<file path="src/design/index_to_key_enumerator_top_macros.svh">
// Assertion macros shared by the index-to-key enumerator modules
`ifndef INDEX_TO_KEY_ENUMERATOR_TOP_MACROS_SVH
`define INDEX_TO_KEY_ENUMERATOR_TOP_MACROS_SVH

// Check on every clock edge outside reset
`define ITKE_ASSERT(lbl, prop, msg) \
  lbl: assert property (@(posedge clk_i) disable iff (!rst_ni) prop) \
    else $error(msg);

// Check on every clock edge, reset included
`define ITKE_ASSERT_ALWAYS(lbl, prop, msg) \
  lbl: assert property (@(posedge clk_i) prop) \
    else $error(msg);

`endif

</file>
<file path="src/design/itke_pkg.sv">
// Shared types, constants and functions of the index-to-key enumerator
`timescale 1ns / 1ps

package itke_pkg;

  localparam int MAX_KEY_LENGTH_DEF = 16;

  localparam int IDX_W      = 64;
  localparam int LEN_CFG_W  = 5;
  localparam int RADIX_W    = 6;
  localparam int CHAR_W     = 8;
  localparam int POS_W      = 4;
  localparam int TDATA_IN_W  = 64;
  localparam int TDATA_OUT_W = 16;

  localparam int APB_ADDR_W = 4;
  localparam int APB_DATA_W = 32;

  localparam logic [LEN_CFG_W-1:0] MIN_LENGTH_RST    = 5'd1;
  localparam logic [LEN_CFG_W-1:0] MAX_LENGTH_RST    = 5'd8;
  localparam logic [RADIX_W-1:0]   ALPHABET_SIZE_RST = 6'd36;

  localparam logic [RADIX_W-1:0] RADIX_MIN = 6'd2;
  localparam logic [RADIX_W-1:0] RADIX_MAX = 6'd36;

  localparam logic [CHAR_W-1:0] CHAR_DIGIT_BASE  = 8'h30;
  localparam logic [CHAR_W-1:0] CHAR_LETTER_BASE = 8'h57;
  localparam logic [RADIX_W-1:0] NUM_DECIMAL     = 6'd10;

  localparam int DIV_BITS   = 4;
  localparam int DIV_STEPS  = IDX_W / DIV_BITS;
  localparam int DIV_CNT_W  = $clog2(DIV_STEPS);

  typedef enum logic [1:0] {
    REG_MIN_LENGTH    = 2'd0,
    REG_MAX_LENGTH    = 2'd1,
    REG_ALPHABET_SIZE = 2'd2
  } reg_idx_e;

  typedef struct packed {
    logic [LEN_CFG_W-1:0] min_length;
    logic [LEN_CFG_W-1:0] max_length;
    logic [RADIX_W-1:0]   alphabet_size;
  } cfg_t;

  typedef struct packed {
    logic load;
    logic mul;
    logic sub;
    logic div_start;
    logic div_step;
    logic out_digit;
    logic out_oor;
    logic pos_inc;
  } cmd_t;

  typedef struct packed {
    logic lmin_gt_lmax;
    logic pow_zero;
    logic found;
    logic len_over;
    logic div_done;
    logic out_free;
    logic digit_last;
  } status_t;

  typedef struct packed {
    logic [IDX_W-1:0]   q;
    logic [RADIX_W-1:0] r;
  } div_t;

  function automatic div_t div_step(input logic [IDX_W-1:0] q, input logic [RADIX_W-1:0] r,
                                    input logic [RADIX_W-1:0] d);
    div_t               res;
    logic [RADIX_W:0]   part;
    logic [IDX_W-1:0]   qq;
    logic [RADIX_W-1:0] rr;
    qq = q;
    rr = r;
    for (int j = 0; j < DIV_BITS; j++) begin
      part = {rr, qq[IDX_W-1]};
      qq   = {qq[IDX_W-2:0], 1'b0};
      if (part >= {1'b0, d}) begin
        part  = part - {1'b0, d};
        qq[0] = 1'b1;
      end
      rr = part[RADIX_W-1:0];
    end
    res.q = qq;
    res.r = rr;
    return res;
  endfunction

  function automatic logic [CHAR_W-1:0] alpha_char(input logic [RADIX_W-1:0] d);
    logic [CHAR_W-1:0] c;
    if (d < NUM_DECIMAL) begin
      c = CHAR_DIGIT_BASE + CHAR_W'(d);
    end else begin
      c = CHAR_LETTER_BASE + CHAR_W'(d);
    end
    return c;
  endfunction

endpackage

</file>
<file path="src/design/itke_cfg.sv">
// Configuration register file with APB-style access
`timescale 1ns / 1ps

module itke_cfg (
  input  logic                              clk_i,
  input  logic                              rst_ni,
  input  logic                              psel,
  input  logic                              penable,
  input  logic                              pwrite,
  input  logic [itke_pkg::APB_ADDR_W-1:0]   paddr,
  input  logic [itke_pkg::APB_DATA_W-1:0]   pwdata,
  output logic [itke_pkg::APB_DATA_W-1:0]   prdata,
  output logic                              pready,
  output itke_pkg::cfg_t                    cfg_o
);

  logic [itke_pkg::LEN_CFG_W-1:0] min_length_q;
  logic [itke_pkg::LEN_CFG_W-1:0] max_length_q;
  logic [itke_pkg::RADIX_W-1:0]   alphabet_size_q;
  logic                           wr_en;
  logic [1:0]                     reg_sel;

  assign pready  = 1'b1;
  assign wr_en   = psel & penable & pwrite & pready;
  assign reg_sel = paddr[3:2];

  always_ff @(posedge clk_i or negedge rst_ni) begin
    if (!rst_ni) begin
      min_length_q    <= itke_pkg::MIN_LENGTH_RST;
      max_length_q    <= itke_pkg::MAX_LENGTH_RST;
      alphabet_size_q <= itke_pkg::ALPHABET_SIZE_RST;
    end else if (wr_en) begin
      case (reg_sel)
        itke_pkg::REG_MIN_LENGTH: begin
          min_length_q <= pwdata[itke_pkg::LEN_CFG_W-1:0];
        end
        itke_pkg::REG_MAX_LENGTH: begin
          max_length_q <= pwdata[itke_pkg::LEN_CFG_W-1:0];
        end
        itke_pkg::REG_ALPHABET_SIZE: begin
          alphabet_size_q <= pwdata[itke_pkg::RADIX_W-1:0];
        end
        default: begin
        end
      endcase
    end
  end

  always_comb begin
    case (reg_sel)
      itke_pkg::REG_MIN_LENGTH:    prdata = itke_pkg::APB_DATA_W'(min_length_q);
      itke_pkg::REG_MAX_LENGTH:    prdata = itke_pkg::APB_DATA_W'(max_length_q);
      itke_pkg::REG_ALPHABET_SIZE: prdata = itke_pkg::APB_DATA_W'(alphabet_size_q);
      default:                     prdata = '0;
    endcase
  end

  assign cfg_o.min_length    = min_length_q;
  assign cfg_o.max_length    = max_length_q;
  assign cfg_o.alphabet_size = alphabet_size_q;

endmodule

</file>
<file path="src/design/itke_ctrl.sv">
// Sequencer for length search and digit extraction
`timescale 1ns / 1ps
`include "index_to_key_enumerator_top_macros.svh"

module itke_ctrl (
  input  logic              clk_i,
  input  logic              rst_ni,
  input  logic              s_axis_tvalid_i,
  output logic              s_axis_tready_o,
  input  itke_pkg::status_t status_i,
  output itke_pkg::cmd_t    cmd_o
);

  typedef enum logic [2:0] {
    ST_IDLE,
    ST_POW,
    ST_SRCH,
    ST_SMUL,
    ST_DIV,
    ST_EMIT,
    ST_OOR
  } state_e;

  state_e state_q;
  state_e state_d;

  assign s_axis_tready_o = (state_q == ST_IDLE);

  always_comb begin
    state_d = state_q;
    cmd_o   = '0;
    case (state_q)
      ST_IDLE: begin
        if (s_axis_tvalid_i) begin
          cmd_o.load = 1'b1;
          state_d    = status_i.lmin_gt_lmax ? ST_OOR : ST_POW;
        end
      end
      ST_POW: begin
        if (status_i.pow_zero) begin
          state_d = ST_SRCH;
        end else begin
          cmd_o.mul = 1'b1;
        end
      end
      ST_SRCH: begin
        if (status_i.found) begin
          cmd_o.div_start = 1'b1;
          state_d         = ST_DIV;
        end else if (status_i.len_over) begin
          state_d = ST_OOR;
        end else begin
          cmd_o.sub = 1'b1;
          state_d   = ST_SMUL;
        end
      end
      ST_SMUL: begin
        cmd_o.mul = 1'b1;
        state_d   = ST_SRCH;
      end
      ST_DIV: begin
        cmd_o.div_step = 1'b1;
        if (status_i.div_done) begin
          state_d = ST_EMIT;
        end
      end
      ST_EMIT: begin
        if (status_i.out_free) begin
          cmd_o.out_digit = 1'b1;
          if (status_i.digit_last) begin
            state_d = ST_IDLE;
          end else begin
            cmd_o.pos_inc   = 1'b1;
            cmd_o.div_start = 1'b1;
            state_d         = ST_DIV;
          end
        end
      end
      ST_OOR: begin
        if (status_i.out_free) begin
          cmd_o.out_oor = 1'b1;
          state_d       = ST_IDLE;
        end
      end
      default: begin
        state_d = ST_IDLE;
      end
    endcase
  end

  always_ff @(posedge clk_i or negedge rst_ni) begin
    if (!rst_ni) begin
      state_q <= ST_IDLE;
    end else begin
      state_q <= state_d;
    end
  end

  `ITKE_ASSERT(a_out_slot_free, (cmd_o.out_digit || cmd_o.out_oor) |-> status_i.out_free, "result loaded over a pending transaction")
  `ITKE_ASSERT(a_one_out_cmd, $onehot0({cmd_o.out_digit, cmd_o.out_oor, cmd_o.load}), "conflicting commands")
  `ITKE_ASSERT_ALWAYS(a_rst_quiet, !rst_ni |-> !(cmd_o.out_digit || cmd_o.out_oor), "result during reset")

endmodule

</file>
<file path="src/design/itke_dp.sv">
// Datapath: saturating key count, length search, radix divider and result register
`timescale 1ns / 1ps
`include "index_to_key_enumerator_top_macros.svh"

module itke_dp #(
  parameter int MaxKeyLength = itke_pkg::MAX_KEY_LENGTH_DEF
) (
  input  logic                               clk_i,
  input  logic                               rst_ni,
  input  itke_pkg::cfg_t                     cfg_i,
  input  itke_pkg::cmd_t                     cmd_i,
  output itke_pkg::status_t                  status_o,
  input  logic [itke_pkg::TDATA_IN_W-1:0]    s_tdata_i,
  output logic                               m_tvalid_o,
  input  logic                               m_tready_i,
  output logic [itke_pkg::TDATA_OUT_W-1:0]   m_tdata_o,
  output logic                               m_tlast_o,
  output logic                               m_tuser_o
);

  localparam int LenW  = $clog2(MaxKeyLength + 2);
  localparam int CmpW  = (LenW > itke_pkg::LEN_CFG_W) ? LenW : itke_pkg::LEN_CFG_W;
  localparam int IdxW  = itke_pkg::IDX_W;
  localparam int RadW  = itke_pkg::RADIX_W;
  localparam int ProdW = IdxW + RadW;

  logic [CmpW-1:0]  lim;
  logic [CmpW-1:0]  min_ext;
  logic [CmpW-1:0]  max_ext;
  logic [LenW-1:0]  lmin_eff;
  logic [LenW-1:0]  lmax_eff;
  logic [RadW-1:0]  radix_eff;

  logic [IdxW-1:0]  idx_q;
  logic [IdxW-1:0]  count_q;
  logic             sat_q;
  logic [LenW-1:0]  len_q;
  logic [LenW-1:0]  pow_q;
  logic [LenW-1:0]  pos_q;
  logic [RadW-1:0]  rem_q;
  logic [itke_pkg::DIV_CNT_W-1:0] div_cnt_q;

  logic             m_tvalid_q;
  logic [itke_pkg::CHAR_W-1:0] m_char_q;
  logic [itke_pkg::POS_W-1:0]  m_pos_q;
  logic             m_tlast_q;
  logic             m_tuser_q;

  logic [IdxW:0]    diff;
  logic [ProdW-1:0] prod;
  logic             prod_sat;
  itke_pkg::div_t   div_res;
  logic             digit_last;
  logic             out_load;

  assign lim = CmpW'(MaxKeyLength);

  always_comb begin
    min_ext = CmpW'(cfg_i.min_length);
    max_ext = CmpW'(cfg_i.max_length);
    if (min_ext == '0) begin
      min_ext = CmpW'(1);
    end
    if (min_ext > lim) begin
      min_ext = lim;
    end
    if (max_ext > lim) begin
      max_ext = lim;
    end
    radix_eff = cfg_i.alphabet_size;
    if (radix_eff < itke_pkg::RADIX_MIN) begin
      radix_eff = itke_pkg::RADIX_MIN;
    end
    if (radix_eff > itke_pkg::RADIX_MAX) begin
      radix_eff = itke_pkg::RADIX_MAX;
    end
  end

  assign lmin_eff = LenW'(min_ext);
  assign lmax_eff = LenW'(max_ext);

  assign diff     = {1'b0, idx_q} - {1'b0, count_q};
  assign prod     = ProdW'(count_q) * ProdW'(radix_eff);
  assign prod_sat = |prod[ProdW-1:IdxW];
  assign div_res  = itke_pkg::div_step(idx_q, rem_q, radix_eff);
  assign digit_last = (pos_q == len_q - LenW'(1));
  assign out_load   = cmd_i.out_digit | cmd_i.out_oor;

  assign status_o.lmin_gt_lmax = (min_ext > max_ext);
  assign status_o.pow_zero     = (pow_q == '0);
  assign status_o.found        = sat_q | diff[IdxW];
  assign status_o.len_over     = (len_q >= lmax_eff);
  assign status_o.div_done     = (div_cnt_q == itke_pkg::DIV_CNT_W'(itke_pkg::DIV_STEPS - 1));
  assign status_o.out_free     = ~m_tvalid_q | m_tready_i;
  assign status_o.digit_last   = digit_last;

  always_ff @(posedge clk_i) begin
    if (cmd_i.load) begin
      idx_q   <= s_tdata_i;
      count_q <= IdxW'(1);
      sat_q   <= 1'b0;
      len_q   <= lmin_eff;
      pow_q   <= lmin_eff;
      pos_q   <= '0;
    end else begin
      if (cmd_i.mul) begin
        count_q <= prod_sat ? '1 : prod[IdxW-1:0];
        sat_q   <= sat_q | prod_sat;
        pow_q   <= pow_q - LenW'(1);
      end
      if (cmd_i.sub) begin
        idx_q <= diff[IdxW-1:0];
        len_q <= len_q + LenW'(1);
      end
      if (cmd_i.div_step) begin
        idx_q     <= div_res.q;
        rem_q     <= div_res.r;
        div_cnt_q <= div_cnt_q + itke_pkg::DIV_CNT_W'(1);
      end
      if (cmd_i.div_start) begin
        rem_q     <= '0;
        div_cnt_q <= '0;
      end
      if (cmd_i.pos_inc) begin
        pos_q <= pos_q + LenW'(1);
      end
    end
  end

  always_ff @(posedge clk_i or negedge rst_ni) begin
    if (!rst_ni) begin
      m_tvalid_q <= 1'b0;
    end else if (out_load) begin
      m_tvalid_q <= 1'b1;
    end else if (m_tready_i) begin
      m_tvalid_q <= 1'b0;
    end
  end

  always_ff @(posedge clk_i) begin
    if (cmd_i.out_digit) begin
      m_char_q  <= itke_pkg::alpha_char(rem_q);
      m_pos_q   <= itke_pkg::POS_W'(pos_q);
      m_tlast_q <= digit_last;
      m_tuser_q <= 1'b0;
    end else if (cmd_i.out_oor) begin
      m_char_q  <= '0;
      m_pos_q   <= '0;
      m_tlast_q <= 1'b1;
      m_tuser_q <= 1'b1;
    end
  end

  assign m_tvalid_o = m_tvalid_q;
  assign m_tdata_o  = {{(itke_pkg::TDATA_OUT_W - itke_pkg::CHAR_W - itke_pkg::POS_W){1'b0}},
                       m_pos_q, m_char_q};
  assign m_tlast_o  = m_tlast_q;
  assign m_tuser_o  = m_tuser_q;

  `ITKE_ASSERT(a_oor_shape, (m_tvalid_q && m_tuser_q) |-> (m_tlast_q && m_char_q == '0 && m_pos_q == '0), "malformed out-of-range result")
  `ITKE_ASSERT(a_oor_loaded, cmd_i.out_oor |=> (m_tvalid_q && m_tuser_q), "out-of-range result lost")
  `ITKE_ASSERT(a_digit_char, (m_tvalid_q && !m_tuser_q) |-> (m_char_q != '0), "key character is zero")

endmodule

</file>
<file path="src/design/index_to_key_enumerator_top.sv">
// Each key character comes from the 4-bit-per-cycle radix divider, then is emitted.
// Out-of-range indexes finish after the length search with a single result; with Lmin > Lmax
// that result follows the index load directly. A new index is accepted only after the previous
// key's last result is loaded, and output stalls delay it.
// Reset: asynchronous active low; clears control state and loads register defaults.
`timescale 1ns / 1ps

module index_to_key_enumerator_top #(
  parameter int MaxKeyLength = itke_pkg::MAX_KEY_LENGTH_DEF
) (
  input  logic                              clk_i,
  input  logic                              rst_ni,
  input  logic                              s_axis_tvalid_i,
  output logic                              s_axis_tready_o,
  // [63:0] key_index
  input  logic [itke_pkg::TDATA_IN_W-1:0]   s_axis_tdata_i,
  output logic                              m_axis_tvalid_o,
  input  logic                              m_axis_tready_i,
  // [7:0] character, [11:8] position, [15:12] zero
  output logic [itke_pkg::TDATA_OUT_W-1:0]  m_axis_tdata_o,
  output logic                              m_axis_tlast_o,
  // [0] out_of_range
  output logic                              m_axis_tuser_o,
  input  logic                              psel,
  input  logic                              penable,
  input  logic                              pwrite,
  input  logic [itke_pkg::APB_ADDR_W-1:0]   paddr,
  input  logic [itke_pkg::APB_DATA_W-1:0]   pwdata,
  output logic [itke_pkg::APB_DATA_W-1:0]   prdata,
  output logic                              pready
);

  itke_pkg::cfg_t    cfg;
  itke_pkg::cmd_t    cmd;
  itke_pkg::status_t status;

  itke_cfg u_cfg (
    .clk_i   (clk_i),
    .rst_ni  (rst_ni),
    .psel    (psel),
    .penable (penable),
    .pwrite  (pwrite),
    .paddr   (paddr),
    .pwdata  (pwdata),
    .prdata  (prdata),
    .pready  (pready),
    .cfg_o   (cfg)
  );

  itke_ctrl u_ctrl (
    .clk_i           (clk_i),
    .rst_ni          (rst_ni),
    .s_axis_tvalid_i (s_axis_tvalid_i),
    .s_axis_tready_o (s_axis_tready_o),
    .status_i        (status),
    .cmd_o           (cmd)
  );

  itke_dp #(
    .MaxKeyLength (MaxKeyLength)
  ) u_dp (
    .clk_i      (clk_i),
    .rst_ni     (rst_ni),
    .cfg_i      (cfg),
    .cmd_i      (cmd),
    .status_o   (status),
    .s_tdata_i  (s_axis_tdata_i),
    .m_tvalid_o (m_axis_tvalid_o),
    .m_tready_i (m_axis_tready_i),
    .m_tdata_o  (m_axis_tdata_o),
    .m_tlast_o  (m_axis_tlast_o),
    .m_tuser_o  (m_axis_tuser_o)
  );

endmodule

</file>
<file path="config.mk">
export PLATFORM = sky130hd
export DESIGN_NAME = index_to_key_enumerator_top
export DESIGN_NICKNAME = d
export VERILOG_FILES = /design/src/design/itke_pkg.sv /design/src/design/itke_cfg.sv /design/src/design/itke_ctrl.sv /design/src/design/itke_dp.sv /design/src/design/index_to_key_enumerator_top.sv
export VERILOG_INCLUDE_DIRS = /design/src /design/src/design
export SDC_FILE = /design/constraint.sdc
export NUM_CORES = 1
export LEC_CHECK = 0
export BUFFER_PORTS_ARGS = -buffer_cell sky130_fd_sc_hd__buf_2
export CORE_MARGIN = 2
export CORE_UTILIZATION = 30
export CTS_BUF_LIST = sky130_fd_sc_hd__clkbuf_2 sky130_fd_sc_hd__clkbuf_4 sky130_fd_sc_hd__clkbuf_8
export DETAILED_ROUTE_END_ITERATION = 12
export SLEW_MARGIN = 20
export SYNTH_ARGS = -nofsm -noshare
export SYNTH_HDL_FRONTEND = slang
export SYNTH_HIERARCHICAL = 1
export SYNTH_SLANG_ARGS = --single-unit
</file>
<file path="constraint.sdc">
create_clock -name clk_i -period 27.7 [get_ports clk_i]
set_input_delay 8.31 -clock clk_i [delete_from_list [all_inputs] [get_ports clk_i]]
set_output_delay 8.31 -clock clk_i [all_outputs]
set_load 0.005 [all_outputs]
</file>
# ---- After elaboration in Yosys (flattened, before gate mapping)
# Index checks and enable logic that the tools add are counted.
dict set report op_classes {
  n_eq_ne 15
  reduce_logical 16
  mul 1
  bitwise_logic 8
  n_mux 59
  order_cmp 11
  addsub 12
}
# cell n
set ops {}
lappend ops {{64-bit two-way mux} 4}
lappend ops {{64-bit by 6-bit multiplier with 70-bit output} 1}
lappend ops {{64-bit by 64-bit subtractor with 65-bit output} 1}
lappend ops {{6-bit two-way mux} 7}
lappend ops {{5-bit two-way mux} 7}
lappend ops {{7-bit by 6-bit greater-or-equal comparator with 1-bit output} 4}
lappend ops {{3-bit two-way mux} 9}
lappend ops {{8-bit two-way mux} 3}
lappend ops {{6-bit subtractor} 4}
lappend ops {{1-bit two-way mux} 22}
lappend ops {{3-bit one-hot mux with 7 select lines} 1}
lappend ops {{6-bit one-hot mux with 3 select lines} 1}
lappend ops {{4-bit two-way mux} 3}
lappend ops {{5-bit by 1-bit adder with 5-bit output (second input constant)} 2}
lappend ops {{5-bit > comparator (second input constant)} 2}
lappend ops {{5-bit logical NOT} 2}
lappend ops {{2-bit != test (second input constant)} 5}
lappend ops {{2-bit nonzero test} 5}
lappend ops {{5-bit by 1-bit subtractor with 5-bit output (second input constant)} 2}
lappend ops {{3-bit == test (second input constant)} 3}
lappend ops {{7-bit by 6-bit adder with 8-bit output (first input constant)} 1}
lappend ops {{2-bit AND reduction} 4}
lappend ops {{6-bit by 6-bit adder with 7-bit output (first input constant)} 1}
lappend ops {{3-bit by 2-bit == test with 1-bit output (second input constant)} 2}
lappend ops {{20 further kinds} 26}
dict set report word_totals {
  inputBits 107
  output_inout_bits 53
  word_cells 139
  register_bits 188
}

# ---- Logic depth before layout (Yosys ltp)
# Gate-level depths: netlist of run 1.
dict set report depth {
  ltp_word 14
  ltp_mapped 44
  mapped_depth_nobuf 42
}

# ---- Hierarchy
# Netlist of run 1, hierarchy kept.
# module instances cells_per_inst seq_area_each_um2 area_each_um2
set modules_own_cells {}
lappend modules_own_cells {itke_dp 1 3100 4359.2 24821.3}
lappend modules_own_cells {itke_cfg 1 85 405.4 989.7}
lappend modules_own_cells {itke_ctrl 1 43 75.1 329.1}

# ---- Least setup slack after synthesis of run 1
# Ideal clock, no wire load.
dict set report synth_timing {
  path_kind {input-to-output}
  start {input port paddr[2] (netlist name)}
  end {output port prdata[0] (netlist name)}
  n_path_buf 1
  setup_slack_ns 10.546
  stages 4
  arrival_time_ns 8.844
  required_time_ns 19.390
  cell_sequence {buf_4 nor2b_1 nand2_1 o21ai_0}
}
dict set report synth_via {
  elab_chain_cells 2
}
# element line
set synth_lines {}
lappend synth_lines {{start: declaration} index_to_key_enumerator_top.sv:27} ;# input logic [itke_pkg::APB_ADDR_W-1:0] paddr,
lappend synth_lines {{2-bit == test, or another cell as far along} itke_cfg.sv:50} ;# case (reg_sel)
lappend synth_lines {{6-bit one-hot mux with 3 select lines (*)} itke_cfg.sv:50}
lappend synth_lines {{end: declaration} index_to_key_enumerator_top.sv:29} ;# output logic [itke_pkg::APB_DATA_W-1:0] prdata,
# Every way passes the cells marked *; elsewhere a longest branch is shown, timed or not.

# ---- Final worst setup path of run 1
dict set report layout_timing {
  start {input port paddr[2] (netlist name)}
  end {output port prdata[4] (netlist name)}
}
# The elaborated chain is that of the path after synthesis.

==> out/results.txt, run 1 <==
DRT Wirelength -> 78370 microns
outcome -> finished clean
CORE AREA -> 86620 sq um
vias in the first global route -> 22130
Hold WC Path Type -> reg -> reg
initial antenna violation count -> 6
Ports -> 160
Die Wd -> 299.2 microns
top cells by count, synth -> 542 x nand2_1, 389 x inv_1, 254 x fa_1
clk sink count -> 188
quantity of I/O buffers inserted on ports -> 100
count leader, synth -> nand2_1
Final Setup Violations -> 0
Setup TNS -> 0 ns
final-report hold violation count -> 0
number of synthesized flops with an enable pin -> 97
fraction of registers with async set/reset -> 0.1064
Seq/Total Area, Yosys -> 0.1851
routability cong. -> 0.8830
Post-route DRC -> 0
CP bufs+invs -> 2
router iterations before antenna repair -> 6
ys flop type -> edfxtp_1
Final min period -> 17.44 ns
largest fanout on the critical path -> 10
TritonCTS clock tree -> built
total track usage -> 0.1755
wire per inst -> 18.10 microns
clk root buf -> clkbuf_8
die extent in y -> 299.2 microns
Slew HR -> 0.3026
Starting Density -> 0.3018
crit-path leading delay family -> simple AND/OR/NAND/NOR gates
worst reg2reg path startpoint -> u_cfg/alphabet_size_q[5]$_DFFE_PN1P_
CTS clk-pin slew, worst paths -> 0.12 ns
DP HPWL -> 59940 microns
antenna-violating nets left -> 0
Worst setup EP type -> output port
DR vias/cell -> 5.203
r2r worst-path depth -> 39
1st-iter DRT viols -> 1590
most area-consuming cells after synthesis -> fa_1 19%, edfxtp_1 11%, ha_1 9.0%
share of cells above drive strength 1 -> 0.07627
post_cts resized -> 0
first-pass GRT wire length -> 125100 microns
post-synthesis cell area -> 26140 sq um
worst r2r dst -> u_dp/rem_q[4]$_SDFFCE_PP0P_
Hold Path Depth -> 2
Seq cells post-synth -> 188
Rows -> 108
Yosys top cell by area -> fa_1
unrepaired setup endpoints after global routing -> false
Yosys Warn Count -> 6
crit path cell chain -> buf_2 -> nor2b_1 -> nand2_1 -> o21ai_0 -> buf_2
CP Launch Type -> primary input
post-synth top area share -> 0.1945
total CTS buffers -> 17
r2r setup slk -> 16.54 ns
kind of critical path -> in -> out
Post-Synthesis Cells -> 3228
largest net degree at the start of global routing -> 92
Synth Area per Inst -> 8.098 sq um
final max-slew violation count -> 0
hold path start -> u_dp/sat_q$_SDFFE_PP0P_
die area -> 89510 sq um
Hold Path End -> u_dp/sat_q$_SDFFE_PP0P_
postcts setup bufs -> 0
worst slew pin tran -> 1.032 ns
final setup margin -> 10.26 ns
fmax -> 0.05735 GHz
Max stage delay on crit path -> 0.34 ns
Fin Clk Skew -> 0.03701 ns
number of H-tree levels -> 4
via count -> 22530
CTS Buffer Depth -> 2
CTS Hold Bufs -> 0
max-cap violations -> 0
Unique masters post-synth -> 98
nets -> 3708
gr ovfl total -> 0
worst slack, placed -> 10.28 ns
Arr. time, crit path -> 9.13 ns
WP data required -> 19.39 ns
P&R area growth vs syn -> 6.050%
fin crit share -> 0.6295
clk_lat worst skew -> 0.62 ns
Crit path top cell by count -> buf_2
CP max stage cell -> nor2b_1
-- placed cells by master (no fill, tap or decap), drive strengths merged, types with 21 or more instances in the layout --
| master | synthesis | routed |
|---|---|---|
| nand3 | 40 | 40 |
| dfxtp | 71 | 71 |
| nor2b | 37 | 37 |
| nor3 | 47 | 47 |
| mux2 | 34 | 34 |
| fa | 254 | 254 |
| buf | 64 | 120 |
| xor2 | 57 | 57 |
| a311oi | 43 | 43 |
| nand2 | 542 | 542 |
| nand2b | 21 | 21 |
| edfxtp | 97 | 97 |
| o21ai | 153 | 153 |
| ha | 187 | 187 |
| conb | 3 | 31 |
| xnor2 | 87 | 87 |
| o21a | 42 | 42 |
| inv | 390 | 395 |
| o211ai | 32 | 32 |
| nand4 | 45 | 45 |
| nor2 | 207 | 207 |
| a21o | 70 | 70 |
| a31oi | 26 | 26 |
| and2 | 21 | 21 |
| a211oi | 32 | 32 |
| a21oi | 204 | 204 |
-- cells by family after synthesis --
group                    Yosys count  synth area share
other                              3         0.0004308
XOR/XNOR                         144           0.04825
flip-flops                       188            0.1851
AO/OA/AOI/OAI                    742            0.1868
multiplexers                      47           0.02049
adder cells (fa/ha/maj)          442            0.2844
buffers and inverters            625           0.09717
AND/OR/NAND/NOR                 1037            0.1773
-- cell type report --
type	instances	area, sq um
Multi-Input combinational cell	2443	18920
Fill cell	9205	58900
Timing Repair Buffer	120	650.6
Clock inverter	12	127.6
Antenna cell	2	5.005
Sequential cell	188	4840
Inverter	390	1466
Clock buffer	20	269.0
Tap cell	1155	1445
-- worst max path at each step --
stage	start	end	slack [ns]	depth (start not counted)
after floorplan	paddr[2]	prdata[0]	10.55	4
after global placement	paddr[2]	prdata[1]	10.27	5
after detailed placement	paddr[2]	prdata[1]	10.28	5
after CTS	paddr[2]	prdata[1]	10.27	5
after global routing	paddr[2]	prdata[1]	10.13	5
final	paddr[2]	prdata[4]	10.26	5
-- registers in the layout, indices dropped and copies added (netlist names) --
name,cells
u_dp/m_tlast_o,1
u_dp/pos_q,5
u_dp/len_q,5
u_cfg/min_length_q,5
u_dp/m_char_q,8
u_dp/rem_q,6
u_dp/pow_q,5
u_dp/m_tvalid_o,1
u_dp/m_pos_q,4
u_dp/sat_q,1
u_cfg/max_length_q,5
u_cfg/alphabet_size_q,6
u_dp/m_tuser_o,1
u_dp/count_q,64
u_ctrl/state_q,3
u_dp/idx_q,64
u_dp/div_cnt_q,4
-- through the flow --
stage / std cells / utilization / hold WS (ns) / cell area, sq um
after floorplan: 3256 / - / 0.4302 / 26250
after global placement: 4296 / 0.3154 / 0.4768 / 27320
after detailed placement: 4296 / 0.3154 / 0.4912 / 27320
after CTS: 4328 / 0.3200 / 0.5190 / 27720
after global routing: 4330 / 0.3200 / 0.5434 / 27720
final: 4330 / 0.3200 / 0.5181 / 27720
-- metal layers --
| layer | routed length (microns) | vias up | global-route usage |
|---|---|---|---|
| li1 | - | 10690 | - |
| met1 | 36740 | 11160 | 0.2429 |
| met2 | 35770 | 586 | 0.2819 |
| met3 | 4546 | 79 | 0.03320 |
| met4 | 1270 | 8 | 0.04226 |
| met5 | 49 | - | 0 |
-- tightest hold or removal path, cell delays in order, from the launching register on --
cell and delay [ns]:
dfxtp_1 0.37, a21oi_1 0.05, nor2_1 0.07
Power of run 1 is left out: the tool's default activity adds up to more than one toggle a clock period on the data nets, which glitch-free logic cannot reach.
==> run 2, diff against run 1 <==
==> constraint.sdc (replaced) <==
create_clock -name clk_i -period 17.9 [get_ports clk_i]
set_input_delay 5.37 -clock clk_i [delete_from_list [all_inputs] [get_ports clk_i]]
set_output_delay 5.37 -clock clk_i [all_outputs]
set_load 0.005 [all_outputs]
==> out/results.txt, run 2 (synthesis results as in run 1) <==
CTS Buffer Depth -> 2 (unchanged)
die extent in y -> 299.2 microns (unchanged)
total track usage -> 0.1758 (was 0.1755)
router iterations before antenna repair -> 5 (was 6)
routability cong. -> 0.8880 (was 0.8830)
Post-route DRC -> 0 (unchanged)
Fin Clk Skew -> 0.03180 ns (was 0.03701 ns)
outcome -> finished clean (unchanged)
P&R area growth vs syn -> 6.261% (was 6.050%)
Rows -> 108 (unchanged)
largest fanout on the critical path -> 10 (unchanged)
die area -> 89510 sq um (unchanged)
fin crit share -> 0.6446
kind of critical path -> in -> out (unchanged)
CORE AREA -> 86620 sq um (unchanged)
largest net degree at the start of global routing -> 92 (unchanged)
CP Launch Type -> primary input (unchanged)
most common library cell in the layout ignoring fill and taps -> nand2_1 (unchanged)
antenna-violating nets left -> 0 (unchanged)
Slew HR -> 0.2933 (was 0.3026)
Ports -> 160 (unchanged)
via count -> 22550 (was 22530)
final-report hold violation count -> 0 (unchanged)
worst reg2reg path startpoint -> u_cfg/alphabet_size_q[5]$_DFFE_PN1P_ (unchanged)
gr ovfl total -> 0 (unchanged)
clk_lat worst skew -> 0.61 ns (was 0.62 ns)
WP data required -> 12.53 ns (was 19.39 ns)
Worst setup EP type -> output port (unchanged)
CTS Hold Bufs -> 0 (unchanged)
hold path start -> u_dp/m_tuser_o$_SDFFE_PP0P_ (was u_dp/sat_q$_SDFFE_PP0P_)
Hold WC Path Type -> reg -> reg (unchanged)
clk sink count -> 188 (unchanged)
TritonCTS clock tree -> built (unchanged)
postcts setup bufs -> 0 (unchanged)
initial antenna violation count -> 11 (was 6)
Critical Path Source -> paddr[2] (unchanged)
Final Setup Violations -> 0 (unchanged)
final setup margin -> 6.361 ns (was 10.26 ns)
Final min period -> 11.54 ns
# fillers -> 9205 (unchanged)
DR vias/cell -> 5.205 (was 5.203)
unrepaired setup endpoints after global routing -> false (unchanged)
Die Wd -> 299.2 microns (unchanged)
fmax -> 0.08666 GHz
DP HPWL -> 59740 microns (was 59940 microns)
wire per inst -> 18.02 microns (was 18.10 microns)
nets -> 3709 (was 3708)
largest registers -> u_dp/count_q: 64 flops, u_dp/idx_q: 64 flops, u_dp/m_char_q: 8 flops (unchanged)
first-pass GRT wire length -> 125500 microns (was 125100 microns)
worst slack, placed -> 6.374 ns (was 10.28 ns)
clk root buf -> clkbuf_8 (unchanged)
commonest non-fill, non-tap cells in the layout -> 542 x nand2_1, 388 x inv_1, 254 x fa_1 (unchanged)
worst slew pin tran -> 1.060 ns (was 1.032 ns)
CTS clk-pin slew, worst paths -> 0.12 ns (about the same)
vias in the first global route -> 22330 (was 22130)
post_cts resized -> 0 (unchanged)
number of H-tree levels -> 4 (unchanged)
max-cap violations -> 0 (unchanged)
share of cells above drive strength 1 -> 0.07656 (was 0.07627)
Setup TNS -> 0 ns (unchanged)
DRT Wirelength -> 78070 microns (was 78370 microns)
1st-iter DRT viols -> 1618 (was 1590)
Starting Density -> 0.3018 (unchanged)
final max-slew violation count -> 0 (unchanged)
Arr. time, crit path -> 6.17 ns (was 9.13 ns)
total CTS buffers -> 17 (unchanged)
quantity of I/O buffers inserted on ports -> 100 (unchanged)
run 2: cell types whose count changed in the layout (fill, tap and decap cells not counted):
cell	previous run	this run
clkinv_4	5	3
buf_4	20	21
inv_8	3	5
bufinv_16	0	2
diode_2	2	3
clkinv_8	2	3
clkbuf_8	19	17
inv_6	2	1
run 2: worst max-delay path, cell delays in order:
cell	delay [ns]
buf_2	0.18
nor2b_1	0.32
nand2_1	0.09
o21ai_0	0.07
buf_2	0.13
run 2: path summary, 6_finish.rpt:
kind,endpoint,slack [ns],cells after the start
worst max register to register,u_dp/rem_q[1]$_SDFFCE_PP0P_,6.79,41
worst min register to register,u_dp/m_tuser_o$_SDFFE_PP0P_,0.50,2
max in group asynchronous,u_cfg/max_length_q[3]$_DFFE_PN1P_,12.80,1
min in group asynchronous,u_cfg/max_length_q[0]$_DFFE_PN0P_,4.73,1
worst max-delay path,prdata[3],6.36,5
worst min-delay path,u_dp/m_tuser_o$_SDFFE_PP0P_,0.50,2
run 2: area by class of cell:
| class | count | area [sq um] | share of cell area |
|---|---|---|---|
| multi-input cells | 2443 | 18920 | 0.6811 |
| flip-flops and latches | 188 | 4840 | 0.1742 |
| inverters | 390 | 1466 | 0.05279 |
| well taps | 1155 | 1445 | 0.05203 |
| repair buffers | 121 | 658.1 | 0.02369 |
| clock buffers | 18 | 241.5 | 0.008694 |
| clock inverters | 14 | 200.2 | 0.007207 |
| diodes | 3 | 7.507 | 0.0002703 |
run 2: routing by layer:
metal,GRT usage,routed length (microns)
met5,0,74
met4,0.05298,1845
met3,0.03856,5320
met2,0.2749,34920
met1,0.2423,35900
run 2: stage by stage:
step / area (sq um) / instances / hold slack (ns) / utilization
floorplan: 26250 / 3256 / 0.4302 / -
global placement: 27330 / 4297 / 0.4769 / 0.3155
detailed placement: 27330 / 4297 / 0.4794 / 0.3155
CTS: 27770 / 4329 / 0.5082 / 0.3206
global route: 27780 / 4332 / 0.5413 / 0.3207
finish: 27780 / 4332 / 0.5004 / 0.3207
Power of run 2 is left out for the same reason.
